==> config.mk <==
export PLATFORM = sky130hd
export DESIGN_NAME = branch_call_return_resolver
export DESIGN_NICKNAME = d
export VERILOG_FILES = /design/src/design/bcr_pkg.sv /design/src/design/bcr_front.sv /design/src/design/bcr_queue.sv /design/src/design/bcr_back.sv /design/src/design/branch_call_return_resolver.sv
export SDC_FILE = /design/constraint.sdc
export NUM_CORES = 1
export LEC_CHECK = 0
export BUFFER_PORTS_ARGS = -buffer_cell sky130_fd_sc_hd__buf_2
export CORE_MARGIN = 1
export CORE_UTILIZATION = 57
export DETAILED_ROUTE_END_ITERATION = 6
export PLACE_DENSITY = 0.91
export SYNTH_ARGS = -nofsm -noshare
export SYNTH_HDL_FRONTEND = slang
export SYNTH_SLANG_ARGS = --single-unit
==> constraint.sdc <==
create_clock -name clk -period 9.3 [get_ports clk]
set_clock_uncertainty 0.15 [all_clocks]
set_input_delay 1.86 -clock clk [delete_from_list [all_inputs] [get_ports clk]]
set_output_delay 1.86 -clock clk [all_outputs]
set_load 0.1 [all_outputs]
==> src/design/bcr_pkg.sv <==
// shared types, codes and constants for the branch/call/return resolver
`timescale 1ns / 1ps

package bcr_pkg;

  // command codes as they arrive on the input channel
  typedef enum logic [3:0] {
    CMD_DJNZ     = 4'd0,
    CMD_JR       = 4'd1,
    CMD_LJP      = 4'd2,
    CMD_CALL     = 4'd3,
    CMD_LCALL    = 4'd4,
    CMD_RST      = 4'd5,
    CMD_JR_CC    = 4'd6,
    CMD_RET_CC   = 4'd7,
    CMD_JP_CC    = 4'd8,
    CMD_LRET     = 4'd9,
    CMD_RETI     = 4'd10,
    CMD_SYSCALL  = 4'd11,
    CMD_DWJNZ    = 4'd12,
    CMD_LLJP_CX  = 4'd13,
    CMD_LLJP_CC  = 4'd14
  } cmd_t;

  // operation classes handed from front to back
  typedef enum logic [3:0] {
    OP_NONE,
    OP_DJNZ,
    OP_JUMP,
    OP_LJP,
    OP_CALL,
    OP_LCALL,
    OP_RET,
    OP_LRET,
    OP_RETI,
    OP_DWJNZ,
    OP_LLJP
  } op_t;

  // flag bit positions
  localparam int unsigned FLAG_S_BIT = 7;
  localparam int unsigned FLAG_Z_BIT = 6;
  localparam int unsigned FLAG_V_BIT = 2;
  localparam int unsigned FLAG_C_BIT = 0;

  // restart opcode that debug mode blocks
  localparam logic [7:0] OPC_RST_DEBUG = 8'hef;
  // low byte of the syscall vector
  localparam logic [7:0] SYSCALL_VEC_LO = 8'h60;

  // field widths
  localparam int unsigned IN_TDATA_W  = 144;
  localparam int unsigned IN_TUSER_W  = 4;
  localparam int unsigned OUT_TDATA_W = 112;

  // classified item between front and back
  typedef struct packed {
    op_t         op;
    logic        exec;
    logic [15:0] target;
    logic [15:0] pc;
    logic [15:0] sp;
    logic [15:0] cnt;
    logic [15:0] imm_hi;
    logic [23:0] pop;
    logic [7:0]  xpc;
  } item_t;

  // queue status seen by both ends
  typedef struct packed {
    logic full;
    logic empty;
  } q_status_t;

  // one resolved result
  typedef struct packed {
    logic        taken;
    logic [23:0] push_bytes;
    logic [1:0]  push_count;
    logic        ip_write;
    logic [7:0]  ip_next;
    logic        lxpc_write;
    logic [11:0] lxpc_next;
    logic        xpc_write;
    logic [7:0]  xpc_next;
    logic [15:0] count_next;
    logic [15:0] sp_next;
    logic [15:0] pc_next;
  } res_t;

endpackage

==> src/design/bcr_front.sv <==
// front end: takes input transfers, holds the config bit, classifies commands
`timescale 1ns / 1ps

module bcr_front (
  input  logic                             clk,
  input  logic                             rst_n,
  input  logic                             cfg_valid,
  output logic                             cfg_ready,
  input  logic [0:0]                       cfg_data,
  input  logic                             in_tvalid,
  output logic                             in_tready,
  input  logic [bcr_pkg::IN_TDATA_W-1:0]   in_tdata,
  input  logic [bcr_pkg::IN_TUSER_W-1:0]   in_tuser,
  input  bcr_pkg::q_status_t               q_status,
  output logic                             push,
  output bcr_pkg::item_t                   push_item
);

  logic        rst_ef_blocked_r;
  logic        rst_ef_blocked_nxt;

  logic [7:0]  opcode;
  logic [15:0] pc_now;
  logic [15:0] sp_now;
  logic [15:0] count_now;
  logic [7:0]  flag_byte;
  logic        cond_in;
  logic [31:0] imm;
  logic [23:0] pop_bytes;
  logic [7:0]  xpc_now;
  logic [7:0]  iir_now;
  logic [15:0] rel_tgt;
  logic        fs, fz, fv, fc, sxv;
  logic        cond_signed;
  logic        cond_plain;

  // config register, always ready
  assign cfg_ready = 1'b1;

  always_comb begin
    rst_ef_blocked_nxt = rst_ef_blocked_r;
    if (cfg_valid) begin
      rst_ef_blocked_nxt = cfg_data[0];
    end
  end

  always_ff @(posedge clk) begin
    if (!rst_n) begin
      rst_ef_blocked_r <= 1'b0;
    end else begin
      rst_ef_blocked_r <= rst_ef_blocked_nxt;
    end
  end

  // unpack input fields
  assign opcode    = in_tdata[7:0];
  assign pc_now    = in_tdata[23:8];
  assign sp_now    = in_tdata[39:24];
  assign count_now = in_tdata[55:40];
  assign flag_byte = in_tdata[63:56];
  assign cond_in   = in_tdata[64];
  assign imm       = in_tdata[96:65];
  assign pop_bytes = in_tdata[120:97];
  assign xpc_now   = in_tdata[128:121];
  assign iir_now   = in_tdata[136:129];

  // handshake to the queue
  assign in_tready = !q_status.full;
  assign push      = in_tvalid && in_tready;

  // relative target with sign-extended displacement
  assign rel_tgt = pc_now + {{8{imm[7]}}, imm[7:0]};

  // far jump conditions
  assign fs  = flag_byte[bcr_pkg::FLAG_S_BIT];
  assign fz  = flag_byte[bcr_pkg::FLAG_Z_BIT];
  assign fv  = flag_byte[bcr_pkg::FLAG_V_BIT];
  assign fc  = flag_byte[bcr_pkg::FLAG_C_BIT];
  assign sxv = fs ^ fv;

  always_comb begin
    case (opcode[4:3])
      2'd0:    cond_signed = !(fz || sxv);
      2'd1:    cond_signed = !fc && !fz;
      2'd2:    cond_signed = sxv;
      default: cond_signed = fv;
    endcase
    case (opcode[4:3])
      2'd0:    cond_plain = !fz;
      2'd1:    cond_plain = fz;
      2'd2:    cond_plain = !fc;
      default: cond_plain = fc;
    endcase
  end

  // classify the command
  always_comb begin
    push_item        = '0;
    push_item.op     = bcr_pkg::OP_NONE;
    push_item.exec   = 1'b1;
    push_item.target = imm[15:0];
    push_item.pc     = pc_now;
    push_item.sp     = sp_now;
    push_item.cnt    = count_now;
    push_item.imm_hi = imm[31:16];
    push_item.pop    = pop_bytes;
    push_item.xpc    = xpc_now;
    case (bcr_pkg::cmd_t'(in_tuser))
      bcr_pkg::CMD_DJNZ: begin
        push_item.op     = bcr_pkg::OP_DJNZ;
        push_item.target = rel_tgt;
      end
      bcr_pkg::CMD_JR: begin
        push_item.op     = bcr_pkg::OP_JUMP;
        push_item.target = rel_tgt;
      end
      bcr_pkg::CMD_JR_CC: begin
        push_item.op     = bcr_pkg::OP_JUMP;
        push_item.exec   = cond_in;
        push_item.target = rel_tgt;
      end
      bcr_pkg::CMD_JP_CC: begin
        push_item.op   = bcr_pkg::OP_JUMP;
        push_item.exec = cond_in;
      end
      bcr_pkg::CMD_LJP: begin
        push_item.op = bcr_pkg::OP_LJP;
      end
      bcr_pkg::CMD_CALL: begin
        push_item.op = bcr_pkg::OP_CALL;
      end
      bcr_pkg::CMD_LCALL: begin
        push_item.op = bcr_pkg::OP_LCALL;
      end
      bcr_pkg::CMD_RST: begin
        push_item.op     = bcr_pkg::OP_CALL;
        push_item.exec   = !(rst_ef_blocked_r && opcode == bcr_pkg::OPC_RST_DEBUG);
        push_item.target = {iir_now, 1'b0, opcode[5:3], 4'b0000};
      end
      bcr_pkg::CMD_SYSCALL: begin
        push_item.op     = bcr_pkg::OP_CALL;
        push_item.target = {iir_now, bcr_pkg::SYSCALL_VEC_LO};
      end
      bcr_pkg::CMD_RET_CC: begin
        push_item.op   = bcr_pkg::OP_RET;
        push_item.exec = cond_in;
      end
      bcr_pkg::CMD_LRET: begin
        push_item.op = bcr_pkg::OP_LRET;
      end
      bcr_pkg::CMD_RETI: begin
        push_item.op = bcr_pkg::OP_RETI;
      end
      bcr_pkg::CMD_DWJNZ: begin
        push_item.op     = bcr_pkg::OP_DWJNZ;
        push_item.target = rel_tgt;
      end
      bcr_pkg::CMD_LLJP_CX: begin
        push_item.op   = bcr_pkg::OP_LLJP;
        push_item.exec = cond_signed;
      end
      bcr_pkg::CMD_LLJP_CC: begin
        push_item.op   = bcr_pkg::OP_LLJP;
        push_item.exec = cond_plain;
      end
      default: begin
        push_item.op   = bcr_pkg::OP_NONE;
        push_item.exec = 1'b0;
      end
    endcase
  end

endmodule

==> src/design/bcr_queue.sv <==
// two-entry queue between front and back
`timescale 1ns / 1ps

module bcr_queue (
  input  logic               clk,
  input  logic               rst_n,
  input  logic               push,
  input  bcr_pkg::item_t     push_item,
  input  logic               pop,
  output bcr_pkg::item_t     pop_item,
  output bcr_pkg::q_status_t q_status
);

  bcr_pkg::item_t mem_r [2];
  logic           wr_ptr_r, wr_ptr_nxt;
  logic           rd_ptr_r, rd_ptr_nxt;
  logic [1:0]     fill_r, fill_nxt;

  // status and read port
  assign q_status.full  = (fill_r == 2'd2);
  assign q_status.empty = (fill_r == 2'd0);
  assign pop_item       = mem_r[rd_ptr_r];

  // pointer and fill update
  always_comb begin
    wr_ptr_nxt = wr_ptr_r ^ push;
    rd_ptr_nxt = rd_ptr_r ^ pop;
    fill_nxt   = fill_r;
    if (push && !pop) begin
      fill_nxt = fill_r + 2'd1;
    end else if (pop && !push) begin
      fill_nxt = fill_r - 2'd1;
    end
  end

  always_ff @(posedge clk) begin
    if (!rst_n) begin
      wr_ptr_r <= 1'b0;
      rd_ptr_r <= 1'b0;
      fill_r   <= 2'd0;
    end else begin
      wr_ptr_r <= wr_ptr_nxt;
      rd_ptr_r <= rd_ptr_nxt;
      fill_r   <= fill_nxt;
    end
  end

  // storage
  always_ff @(posedge clk) begin
    if (push) begin
      mem_r[wr_ptr_r] <= push_item;
    end
  end

endmodule

==> src/design/bcr_back.sv <==
// back end: carries out the classified command into the output register
`timescale 1ns / 1ps

module bcr_back (
  input  logic                            clk,
  input  logic                            rst_n,
  input  bcr_pkg::q_status_t              q_status,
  input  bcr_pkg::item_t                  pop_item,
  output logic                            pop,
  output logic                            out_tvalid,
  input  logic                            out_tready,
  output logic [bcr_pkg::OUT_TDATA_W-1:0] out_tdata
);

  bcr_pkg::res_t res;
  bcr_pkg::res_t res_r;
  logic          out_valid_r, out_valid_nxt;
  logic [7:0]    b_dec;
  logic [15:0]   bc_dec;
  bcr_pkg::item_t it;

  assign it = pop_item;

  // take a new item when the output register is free or being drained
  assign pop = !q_status.empty && (!out_valid_r || out_tready);

  assign b_dec  = it.cnt[7:0] - 8'd1;
  assign bc_dec = it.cnt - 16'd1;

  // resolve the command
  always_comb begin
    res            = '0;
    res.pc_next    = it.pc;
    res.sp_next    = it.sp;
    res.count_next = it.cnt;
    res.xpc_next   = it.xpc;
    case (it.op)
      bcr_pkg::OP_DJNZ: begin
        res.count_next = {it.cnt[15:8], b_dec};
        if (b_dec != 8'd0) begin
          res.pc_next = it.target;
          res.taken   = 1'b1;
        end
      end
      bcr_pkg::OP_DWJNZ: begin
        res.count_next = bc_dec;
        if (bc_dec != 16'd0) begin
          res.pc_next = it.target;
          res.taken   = 1'b1;
        end
      end
      bcr_pkg::OP_JUMP: begin
        if (it.exec) begin
          res.pc_next = it.target;
          res.taken   = 1'b1;
        end
      end
      bcr_pkg::OP_LJP: begin
        res.pc_next   = it.target;
        res.xpc_next  = it.imm_hi[7:0];
        res.xpc_write = 1'b1;
        res.taken     = 1'b1;
      end
      bcr_pkg::OP_CALL: begin
        if (it.exec) begin
          res.push_bytes = {8'h00, it.pc[7:0], it.pc[15:8]};
          res.push_count = 2'd2;
          res.sp_next    = it.sp - 16'd2;
          res.pc_next    = it.target;
          res.taken      = 1'b1;
        end
      end
      bcr_pkg::OP_LCALL: begin
        res.push_bytes = {it.pc[7:0], it.pc[15:8], it.xpc};
        res.push_count = 2'd3;
        res.sp_next    = it.sp - 16'd3;
        res.pc_next    = it.target;
        res.xpc_next   = it.imm_hi[7:0];
        res.xpc_write  = 1'b1;
        res.taken      = 1'b1;
      end
      bcr_pkg::OP_RET: begin
        if (it.exec) begin
          res.pc_next = it.pop[15:0];
          res.sp_next = it.sp + 16'd2;
          res.taken   = 1'b1;
        end
      end
      bcr_pkg::OP_LRET: begin
        res.pc_next   = it.pop[15:0];
        res.xpc_next  = it.pop[23:16];
        res.xpc_write = 1'b1;
        res.sp_next   = it.sp + 16'd3;
        res.taken     = 1'b1;
      end
      bcr_pkg::OP_RETI: begin
        res.ip_next  = it.pop[7:0];
        res.ip_write = 1'b1;
        res.pc_next  = it.pop[23:8];
        res.sp_next  = it.sp + 16'd3;
        res.taken    = 1'b1;
      end
      bcr_pkg::OP_LLJP: begin
        if (it.exec) begin
          res.pc_next    = it.target;
          res.lxpc_next  = it.imm_hi[11:0];
          res.lxpc_write = 1'b1;
          res.taken      = 1'b1;
        end
      end
      default: begin
        res.taken = 1'b0;
      end
    endcase
  end

  // output register valid
  always_comb begin
    out_valid_nxt = out_valid_r;
    if (pop) begin
      out_valid_nxt = 1'b1;
    end else if (out_tready) begin
      out_valid_nxt = 1'b0;
    end
  end

  always_ff @(posedge clk) begin
    if (!rst_n) begin
      out_valid_r <= 1'b0;
    end else begin
      out_valid_r <= out_valid_nxt;
    end
  end

  always_ff @(posedge clk) begin
    if (pop) begin
      res_r <= res;
    end
  end

  // pack result fields, lowest first
  assign out_tvalid = out_valid_r;
  assign out_tdata  = {6'd0, res_r.taken, res_r.push_bytes, res_r.push_count,
                       res_r.ip_write, res_r.ip_next, res_r.lxpc_write,
                       res_r.lxpc_next, res_r.xpc_write, res_r.xpc_next,
                       res_r.count_next, res_r.sp_next, res_r.pc_next};

endmodule

==> src/design/branch_call_return_resolver.sv <==
// top level: front end, item queue and back end of the resolver
// an input transfer is stored in the queue, then resolved into the output register
// throughput: one item per cycle while out_tready is high, set by the two-entry queue and output register
// a stalled output holds one result; the queue takes two more items, then in_tready drops
// reset (rst_n low, synchronous): config bit cleared, queue emptied, output invalid
`timescale 1ns / 1ps

module branch_call_return_resolver (
  input  logic         clk,
  input  logic         rst_n,
  // config write channel
  input  logic         cfg_valid,
  output logic         cfg_ready,
  input  logic [0:0]   cfg_data,     // rst_ef_blocked
  // input channel
  input  logic         in_tvalid,
  output logic         in_tready,
  // opcode, pc_now, sp_now, count_now, flag_byte, cond_in, imm, pop_bytes,
  // xpc_now, iir_now
  input  logic [143:0] in_tdata,
  input  logic [3:0]   in_tuser,     // cmd
  // result channel
  output logic         out_tvalid,
  input  logic         out_tready,
  // pc_next, sp_next, count_next, xpc_next, xpc_write, lxpc_next, lxpc_write,
  // ip_next, ip_write, push_count, push_bytes, taken
  output logic [111:0] out_tdata
);

  bcr_pkg::q_status_t q_status;
  bcr_pkg::item_t     push_item;
  bcr_pkg::item_t     pop_item;
  logic               push;
  logic               pop;

  bcr_front u_front (
    .clk       (clk),
    .rst_n     (rst_n),
    .cfg_valid (cfg_valid),
    .cfg_ready (cfg_ready),
    .cfg_data  (cfg_data),
    .in_tvalid (in_tvalid),
    .in_tready (in_tready),
    .in_tdata  (in_tdata),
    .in_tuser  (in_tuser),
    .q_status  (q_status),
    .push      (push),
    .push_item (push_item)
  );

  bcr_queue u_queue (
    .clk       (clk),
    .rst_n     (rst_n),
    .push      (push),
    .push_item (push_item),
    .pop       (pop),
    .pop_item  (pop_item),
    .q_status  (q_status)
  );

  bcr_back u_back (
    .clk        (clk),
    .rst_n      (rst_n),
    .q_status   (q_status),
    .pop_item   (pop_item),
    .pop        (pop),
    .out_tvalid (out_tvalid),
    .out_tready (out_tready),
    .out_tdata  (out_tdata)
  );

endmodule

==> impl_results.md, run 1 <==
* Outcome: finished with violations
* Violations in the final reports: design-rule violations
* Count of TritonRoute iterations in the first routing pass at 7
* Horizontal die dimension at around 170 um
* Cell leakage power at slightly above 7 nW
* Final count of pins violating max slew at 0
* Int Power at ~4 mW
* Power Dens Cells at between 300 and 400 mW/mm^2
* IO Pins at 269
* Global Route Usage Sum at a little over a quarter
* Setup Fix Bufs, Post-CTS at 0
* Number of global-route vias before repair at roughly 12k
* Final-layout worst hold slack at a little under 400 ps
* Maximum Capacitance Violations at 0
* Number of antenna violations at the first check in global routing at 4
* Worst path required time at between 9000 and 10,000 ps
* Area Growth Syn to Fin at 16.2%
* CTS tree: done
* Reg2Reg Setup Slack at 3580 ps
* RSZ-0062 raised after global routing: no
* Maximum fanout along the worst path at 50
* Dominant synthesized flop cell: sky130_fd_sc_hd__edfxtp_1
* Detailed Route Iter0 Violations at about 1.3k
* Share of the synthesized area in the top cell type at 59.0%
* Number of cells produced by synthesis at approximately 1.3k
* # H-tree levels at 2
* HPWL after detailed placement at ~29 mm
* Pin count of the biggest net entering global routing at 111
* Worst VDD drop at between 200 and 250 uV
* Sequential share of power at a little under a third
* Count of flip-flops with a built-in enable after synthesis at 332
* Period Utilization, post-route at 61.5%
* Setup Slack @ Placement at roughly 3800 ps
* WHS Path Cells at 2
* Worst Path Arrival at ~5800 ps
* Startpoint type of the worst setup path: flop
* Chip Height at between 150 and 200 um
* Via-to-Cell Ratio at about 6.4
* Total standard cell area after synthesis at 0.0169 sq mm
* Type of the tightest min-delay check: flop to flop
* Share of power burned in combinational logic at 49.4%
* CTS Hold Bufs at 0
* Cell row count at between 60 and 70
* Cell chain of the critical path: mux2i_1 > a211o_1 > nand2_1 > inv_1 > ha_1 > nand3_1 > o2111ai_1 > o221ai_1 > a21oi_1 > a21o_1 > a21oi_1 > xnor2_1 > a221o_1
* Yosys warns at 0
* Count of final hold-check violations at 0
* Type of the setup path with the least slack: flop to flop
* Clock insertion delay at the later pin of the skew report at 540 ps
* Most area-hungry cell type in the Yosys netlist: sky130_fd_sc_hd__edfxtp_1
* Kind of end point of the critical path: flop
* Transition time at the pin with the least slew margin at 1210 ps
* Reg2Reg Capture Point: u_back.out_tdata[29]
* Count of port buffers added during placement at about 250
* Clk pwr share at a little under a fifth
* Clock slew seen by the registers of the worst setup and hold paths at ~60 ps
* Most frequent cell on the critical path: sky130_fd_sc_hd__a21oi_1
* Launch point of the worst hold path: u_queue.fill_r[1]
* Average cell area after synthesis at approximately 13 sq um
* Post-place instance area at between 0.015 and 0.02 sq mm
* Register bit total from synthesis at 339
* RePlAce Congestion at between 0.9 and 1
* Net switching component of the power at 3.72 mW
* Cells on worst reg2reg path at 13
* Final core utilization at between 60% and 70%
* Layout cell share with drive strength beyond 1 at roughly 25%
* Main area contributors after synthesis: sky130_fd_sc_hd__edfxtp_1 59%, sky130_fd_sc_hd__mux2i_1 5.7%, sky130_fd_sc_hd__ha_1 2.7%
* DRC violations left at 1
* Final number of setup-violating endpoints at 0
* CP max-delay cell: sky130_fd_sc_hd__mux2i_1
* Maximum buffer depth of the clock tree at 3
* Cell area after layout at 0.0196 sq mm
* Final min period at ~5700 ps
* Critical Path Max Stage Delay at 1010 ps
* Worst Hold Endpoint: u_queue.fill_r[1]
* Global-route wire length before repair at between 60 and 70 mm
* TritonCTS buffer count at 36
* Fraction of synthesis flops using an asynchronous set or reset pin at 0%
* Floorplan Core Area at roughly 0.029 sq mm
* Final antenna-violating net count at 0
* Final worst-path setup slack at between 3000 and 4000 ps
* Detailed-route via count at approximately 12k
* Post_cts resized at 0
* Final TNS setup at 0 ps
* Sum of buffers and inverters on the critical path at 1
* Total congestion overflow after global routing at 0
* Max Clock Freq at 0.175 GHz
* Initial core utilization at 58.4%
* Worst max-slew margin expressed relative to the limit at 19.0%
* Switching share of power at 48.7%
* # nets final at between 1.5k and 2k
* Routed wire per std cell at between 20 and 25 um
* Number of sinks driven by the clock tree at 339
* Detailed-route wire length at between 40 and 50 mm
* DIE AREA at just over 0.03 sq mm
* Cell at the root of the clock tree: sky130_fd_sc_hd__clkbuf_16
* Register area share after synthesis at between 50% and 60%
* Kind of cell with the highest combined delay on the critical path: compound AO/OA/AOI/OAI gates
* Library cells used by synthesis at 86
==> synth_stat cells, types with 13 or more instances <==
library cell,instances
sky130_fd_sc_hd__o22ai_1,40
sky130_fd_sc_hd__o21ai_0,49
sky130_fd_sc_hd__edfxtp_1,332
sky130_fd_sc_hd__o221ai_1,20
sky130_fd_sc_hd__mux2i_1,97
sky130_fd_sc_hd__inv_1,30
sky130_fd_sc_hd__nor3_1,29
sky130_fd_sc_hd__xor2_1,33
sky130_fd_sc_hd__o31ai_1,13
sky130_fd_sc_hd__clkbuf_1,20
sky130_fd_sc_hd__ha_1,36
sky130_fd_sc_hd__nand2_1,61
sky130_fd_sc_hd__nor2_1,86
sky130_fd_sc_hd__nand3_1,23
sky130_fd_sc_hd__a221oi_1,14
sky130_fd_sc_hd__xnor2_1,39
sky130_fd_sc_hd__nor2b_1,16
sky130_fd_sc_hd__buf_4,14
sky130_fd_sc_hd__mux2_2,33
sky130_fd_sc_hd__a21oi_1,51
==> cell type report <==
class | instances | area, sq um
Fill cell | 1966 | 9300
Clock inverter | 19 | 239
Antenna cell | 3 | 7.51
Timing Repair Buffer | 253 | 1300
Inverter | 31 | 116
Multi-Input combinational cell | 869 | 6410
Tap cell | 384 | 480
Clock buffer | 47 | 973
Sequential cell | 339 | 10100
==> cell families (layout without fill, tap and decap cells) <==
family                     Yosys count  after routing  share of synthesized area [%]
DFF                                339            339                           59.8
xor gates and xnor gates            72             72                           3.73
adders and majority gates           38             38                           2.90
AOI/OAI and AO/OA                  299            299                           12.2
buffers and inverters               85            350                           2.64
other                                2             10                         0.0444
muxes                              138            138                           8.72
and+or+nand+nor                    315            315                           9.92
==> through the flow <==
step                std cells  power, mW
CTS                      1942       7.61
global route             1945       7.89
detailed placement       1876       6.14
floorplan                1293       5.48
global placement         1876       6.05
finish                   1945       7.64
==> registers in the layout, summed over array words and instances (netlist names), named ones only <==
signal and cells:
u_back.out_tdata 106, u_front.rst_ef_blocked_r 1, u_queue.fill_r 2, u_queue.wr_ptr_r 1
u_queue.rd_ptr_r 1, u_back.out_tvalid 1, u_queue.mem_r 226
==> layout by cell type (no fill, tap or decap), types with 10 or more instances in the layout <==
cell	n
sky130_fd_sc_hd__a21o_1	10
sky130_fd_sc_hd__a21oi_1	51
sky130_fd_sc_hd__a221oi_1	14
sky130_fd_sc_hd__a22oi_1	12
sky130_fd_sc_hd__and3_1	10
sky130_fd_sc_hd__buf_2	246
sky130_fd_sc_hd__clkbuf_16	37
sky130_fd_sc_hd__edfxtp_1	332
sky130_fd_sc_hd__ha_1	34
sky130_fd_sc_hd__inv_1	30
sky130_fd_sc_hd__mux2_2	33
sky130_fd_sc_hd__mux2i_1	97
sky130_fd_sc_hd__nand2_1	61
sky130_fd_sc_hd__nand2b_1	10
sky130_fd_sc_hd__nand3_1	23
sky130_fd_sc_hd__nor2_1	85
sky130_fd_sc_hd__nor2b_1	16
sky130_fd_sc_hd__nor3_1	29
sky130_fd_sc_hd__o21ai_0	49
sky130_fd_sc_hd__o221ai_1	20
sky130_fd_sc_hd__o22ai_1	40
sky130_fd_sc_hd__o31ai_1	13
sky130_fd_sc_hd__or3_1	11
sky130_fd_sc_hd__xnor2_1	39
sky130_fd_sc_hd__xor2_1	33
==> worst max-delay path by stage <==
stage               slack (ps)  cells after the start                    to
floorplan                 1480                      6     u_queue.fill_r[1]
global placement          3900                     13  u_back.out_tdata[29]
detailed placement        3760                     13  u_back.out_tdata[29]
CTS                       3700                     13  u_back.out_tdata[29]
global route              3300                     13  u_back.out_tdata[29]
finish                    3580                     13  u_back.out_tdata[29]
==> per-layer routing <==
| layer | GRT usage (%) | share of wire, % |
|---|---|---|
| met1 | 36.1 | 38 |
| met2 | 43.0 | 46 |
| met3 | 4.27 | 10 |
| met4 | 14.8 | 5.3 |
| met5 | 0 | 0.019 |
==> worst register-to-register path: cells and delay by family (launching register included) <==
| family | cells | cell delay [ps] |
|---|---|---|
| buffers and inverters | 1 | 470 |
| and+or+nand+nor | 2 | 400 |
| AOI/OAI and AO/OA | 7 | 2060 |
| muxes | 1 | 1050 |
| adders and majority gates | 1 | 400 |
| xor gates and xnor gates | 1 | 90 |
| DFF | 1 | 840 |
==> power by group through the flow <==
stage,clock network [mW],registers (mW),logic [mW]
2_1_floorplan,0,4.09,1.39
3_3_place_gp,0,2.41,3.64
3_5_place_dp,0,2.43,3.71
4_1_cts,1.47,2.40,3.73
5_1_grt,1.53,2.44,3.92
6_report,1.46,2.40,3.77
No activity file was read; power rests on OpenSTA's default activity.
==> inputs of run 2 (changes only) <==
- clock period: 9.3 -> 5.7 ns (I/O delays scaled with it)
==> run 2 against run 1 <==
  * The run now ends clean
  * Core utilization is 0.31 points lower
  * Die area stayed put
  * Critical path depth stayed put
  * Combinational power is 64% higher
  * Clock-buffer cell count is 4 lower
  * Final area is 0.45% lower
  * Sequential share of layout area is 0.23 points higher
  * Largest cell class unchanged
  * Largest power group unchanged
==> impl_results.md, run 2 (synthesized netlist as in run 1, its figures left out) <==
* Outcome: finished clean (was finished with violations)
* Type of the tightest min-delay check: flop to flop (unchanged)
* WHS Path Cells at 1 (was 2)
* Fill cell instance count of the final layout at 1,996 (was 1,966)
* Kind of end point of the critical path: flop (unchanged)
* DIE AREA at 0.0303 sq mm (unchanged)
* Cell at the root of the clock tree: sky130_fd_sc_hd__clkbuf_16 (unchanged)
* Max reg flops at 226 (unchanged)
* RSZ-0062 raised after global routing: no (unchanged)
* Type of the setup path with the least slack: flop to flop (unchanged)
* Total congestion overflow after global routing at 0 (unchanged)
* Count of port buffers added during placement at 246 (unchanged)
* Routed wire per std cell at 21.6 um (was 21.7 um)
* Chip Height at 174 um (unchanged)
* Commonest non-fill, non-tap cell in the layout: sky130_fd_sc_hd__edfxtp_1 (unchanged)
* Global Route Usage Sum at 27.5% (was 27.1%)
* Period Utilization, post-route at 88.8% (was 61.5%)
* Setup Fix Bufs, Post-CTS at 0 (unchanged)
* CTS tree: done (unchanged)
* Number of antenna violations at the first check in global routing at 3 (was 4)
* IO Pins at 269 (unchanged)
* Worst Path Arrival at 5170 ps (was 5830 ps)
* Global-route wire length before repair at 64.6 mm (was 63.5 mm)
* Maximum fanout along the worst path at 27 (was 50)
* Initial core utilization at 58.4% (unchanged)
* Power Dens Cells at 629 mW/mm^2 (was 389 mW/mm^2)
* Maximum Capacitance Violations at 0 (unchanged)
* Detailed Route Iter0 Violations at 1,474 (was 1,262)
* Setup Slack @ Placement at 741 ps (was 3760 ps)
* Commonest cells after routing, fill and taps aside: 332 x sky130_fd_sc_hd__edfxtp_1, 246 x sky130_fd_sc_hd__buf_2, 97 x sky130_fd_sc_hd__mux2i_1 (unchanged)
* Via-to-Cell Ratio at 6.35 (was 6.40)
* Clock slew seen by the registers of the worst setup and hold paths at 60 ps (about the same)
* # nets final at 1,727 (was 1,722)
* CTS Hold Bufs at 0 (unchanged)
* Clock insertion delay at the later pin of the skew report at 520 ps (was 540 ps)
* Worst VDD drop at 487 uV (was 224 uV)
* RePlAce Congestion at 0.902 (was 0.910)
* Count of final hold-check violations at 0 (unchanged)
* Footprint of the multi-input gates at 0.00641 sq mm (unchanged)
* Final antenna-violating net count at 0 (unchanged)
* # H-tree levels at 2 (unchanged)
* DRC violations left at 0 (was 1)
* Area taken by flip-flops and latches at 0.0101 sq mm (unchanged)
* Transition time at the pin with the least slew margin at 1230 ps (was 1210 ps)
* Worst path required time at 5800 ps (was 9410 ps)
* Register name with the most flops: u_queue.mem_r (unchanged)
* Final TNS setup at 0 ps (unchanged)
* Worst max-slew margin expressed relative to the limit at 17.2% (was 19.0%)
* Cell row count at 62 (unchanged)
* Final-layout worst hold slack at 413 ps (was 390 ps)
* Area Growth Syn to Fin at 15.6% (was 16.2%)
* TritonCTS buffer count at 35 (was 36)
* Max Clock Freq at 0.198 GHz (was 0.175 GHz)
* Final min period at 5060 ps (was 5720 ps)
* Final count of pins violating max slew at 0 (unchanged)
* Startpoint type of the worst setup path: flop (unchanged)
* Detailed-route via count at 12.4k (about the same)
* Floorplan Core Area at 0.0289 sq mm (unchanged)
* Horizontal die dimension at 174 um (unchanged)
* HPWL after detailed placement at 29.6 mm (was 29.1 mm)
* Final core utilization at 67.5% (was 67.9%)
* Cells on worst reg2reg path at 13 (unchanged)
* Final worst-path setup slack at 637 ps (was 3580 ps)
* Cell leakage power at 7.14 nW (was 7.17 nW)
* Overall power consumption at 12.3 mW (was 7.64 mW)
* Count of TritonRoute iterations in the first routing pass at 6 (was 7)
* Maximum buffer depth of the clock tree at 3 (unchanged)
* Detailed-route wire length at 42.0 mm (was 42.1 mm)
* Number of sinks driven by the clock tree at 339 (unchanged)
* Pin count of the biggest net entering global routing at 63 (was 111)
* Final number of setup-violating endpoints at 0 (unchanged)
* Post_cts resized at 0 (unchanged)
* Layout cell share with drive strength beyond 1 at 24.6% (about the same)
* Number of global-route vias before repair at 11.9k (was 11.8k)
-- run 2: changes by cell type in the layout (fill, tap and decap cells not counted), moves of 2 or more --
cell and delta:
sky130_fd_sc_hd__buf_4 +7, sky130_fd_sc_hd__clkbuf_16 -2, sky130_fd_sc_hd__clkinv_1 +3, sky130_fd_sc_hd__clkinv_4 -2, sky130_fd_sc_hd__clkinv_8 +2, sky130_fd_sc_hd__inv_16 -2
-- run 2: layout make-up --
cell class,count,share of cell area [%]
Clock buffer,43,4.64
Tap cell,384,2.46
Inverter,31,0.595
Multi-Input combinational cell,869,32.8
Antenna cell,2,0.0256
Timing Repair Buffer,259,6.80
Sequential cell,339,51.7
Clock inverter,18,0.960
-- run 2: layer usage --
layer	GRT usage [%]	up-vias	routed length, um
met2	44.0	855	19500
met1	36.2	5811	16000
met5	0	-	13
met4	13.3	2	2190
li1	-	5524	-
met3	5.12	166	4380
-- run 2: power breakdown --
part	total [mW]	switching, mW	internal, mW
logic	6.19	4.85	1.34
registers	3.90	0.254	3.65
clock network	2.20	0.923	1.27
total	12.3	6.02	6.26
-- run 2: final timing paths --
kind	slack, ps	from	to
min	410	u_queue.fill_r[1]	u_back.out_tvalid
max reg2reg	640	flop	u_back.out_tdata[26]
max	640	flop	u_back.out_tdata[26]
min reg2reg	410	u_queue.fill_r[1]	u_back.out_tvalid
-- run 2: worst max-delay path, cell delays in order, from the launching register on --
cell	delay (ps)
sky130_fd_sc_hd__dfxtp_4	600
sky130_fd_sc_hd__mux2i_1	840
sky130_fd_sc_hd__a211o_1	480
sky130_fd_sc_hd__nand2_1	280
sky130_fd_sc_hd__inv_1	450
sky130_fd_sc_hd__ha_1	390
sky130_fd_sc_hd__nor2b_1	150
sky130_fd_sc_hd__o21ai_0	210
sky130_fd_sc_hd__a21boi_0	200
sky130_fd_sc_hd__o211ai_1	270
sky130_fd_sc_hd__nand2_1	80
sky130_fd_sc_hd__a21oi_1	270
sky130_fd_sc_hd__o21ai_0	140
sky130_fd_sc_hd__a211o_1	280
-- run 2: stage by stage --
stage                     instances  cell area (sq um)
after global routing           1945              19500
after global placement         1882              18400
after detailed placement       1882              18400
after CTS                      1943              19500
final                          1945              19500
after floorplan                1293              16900
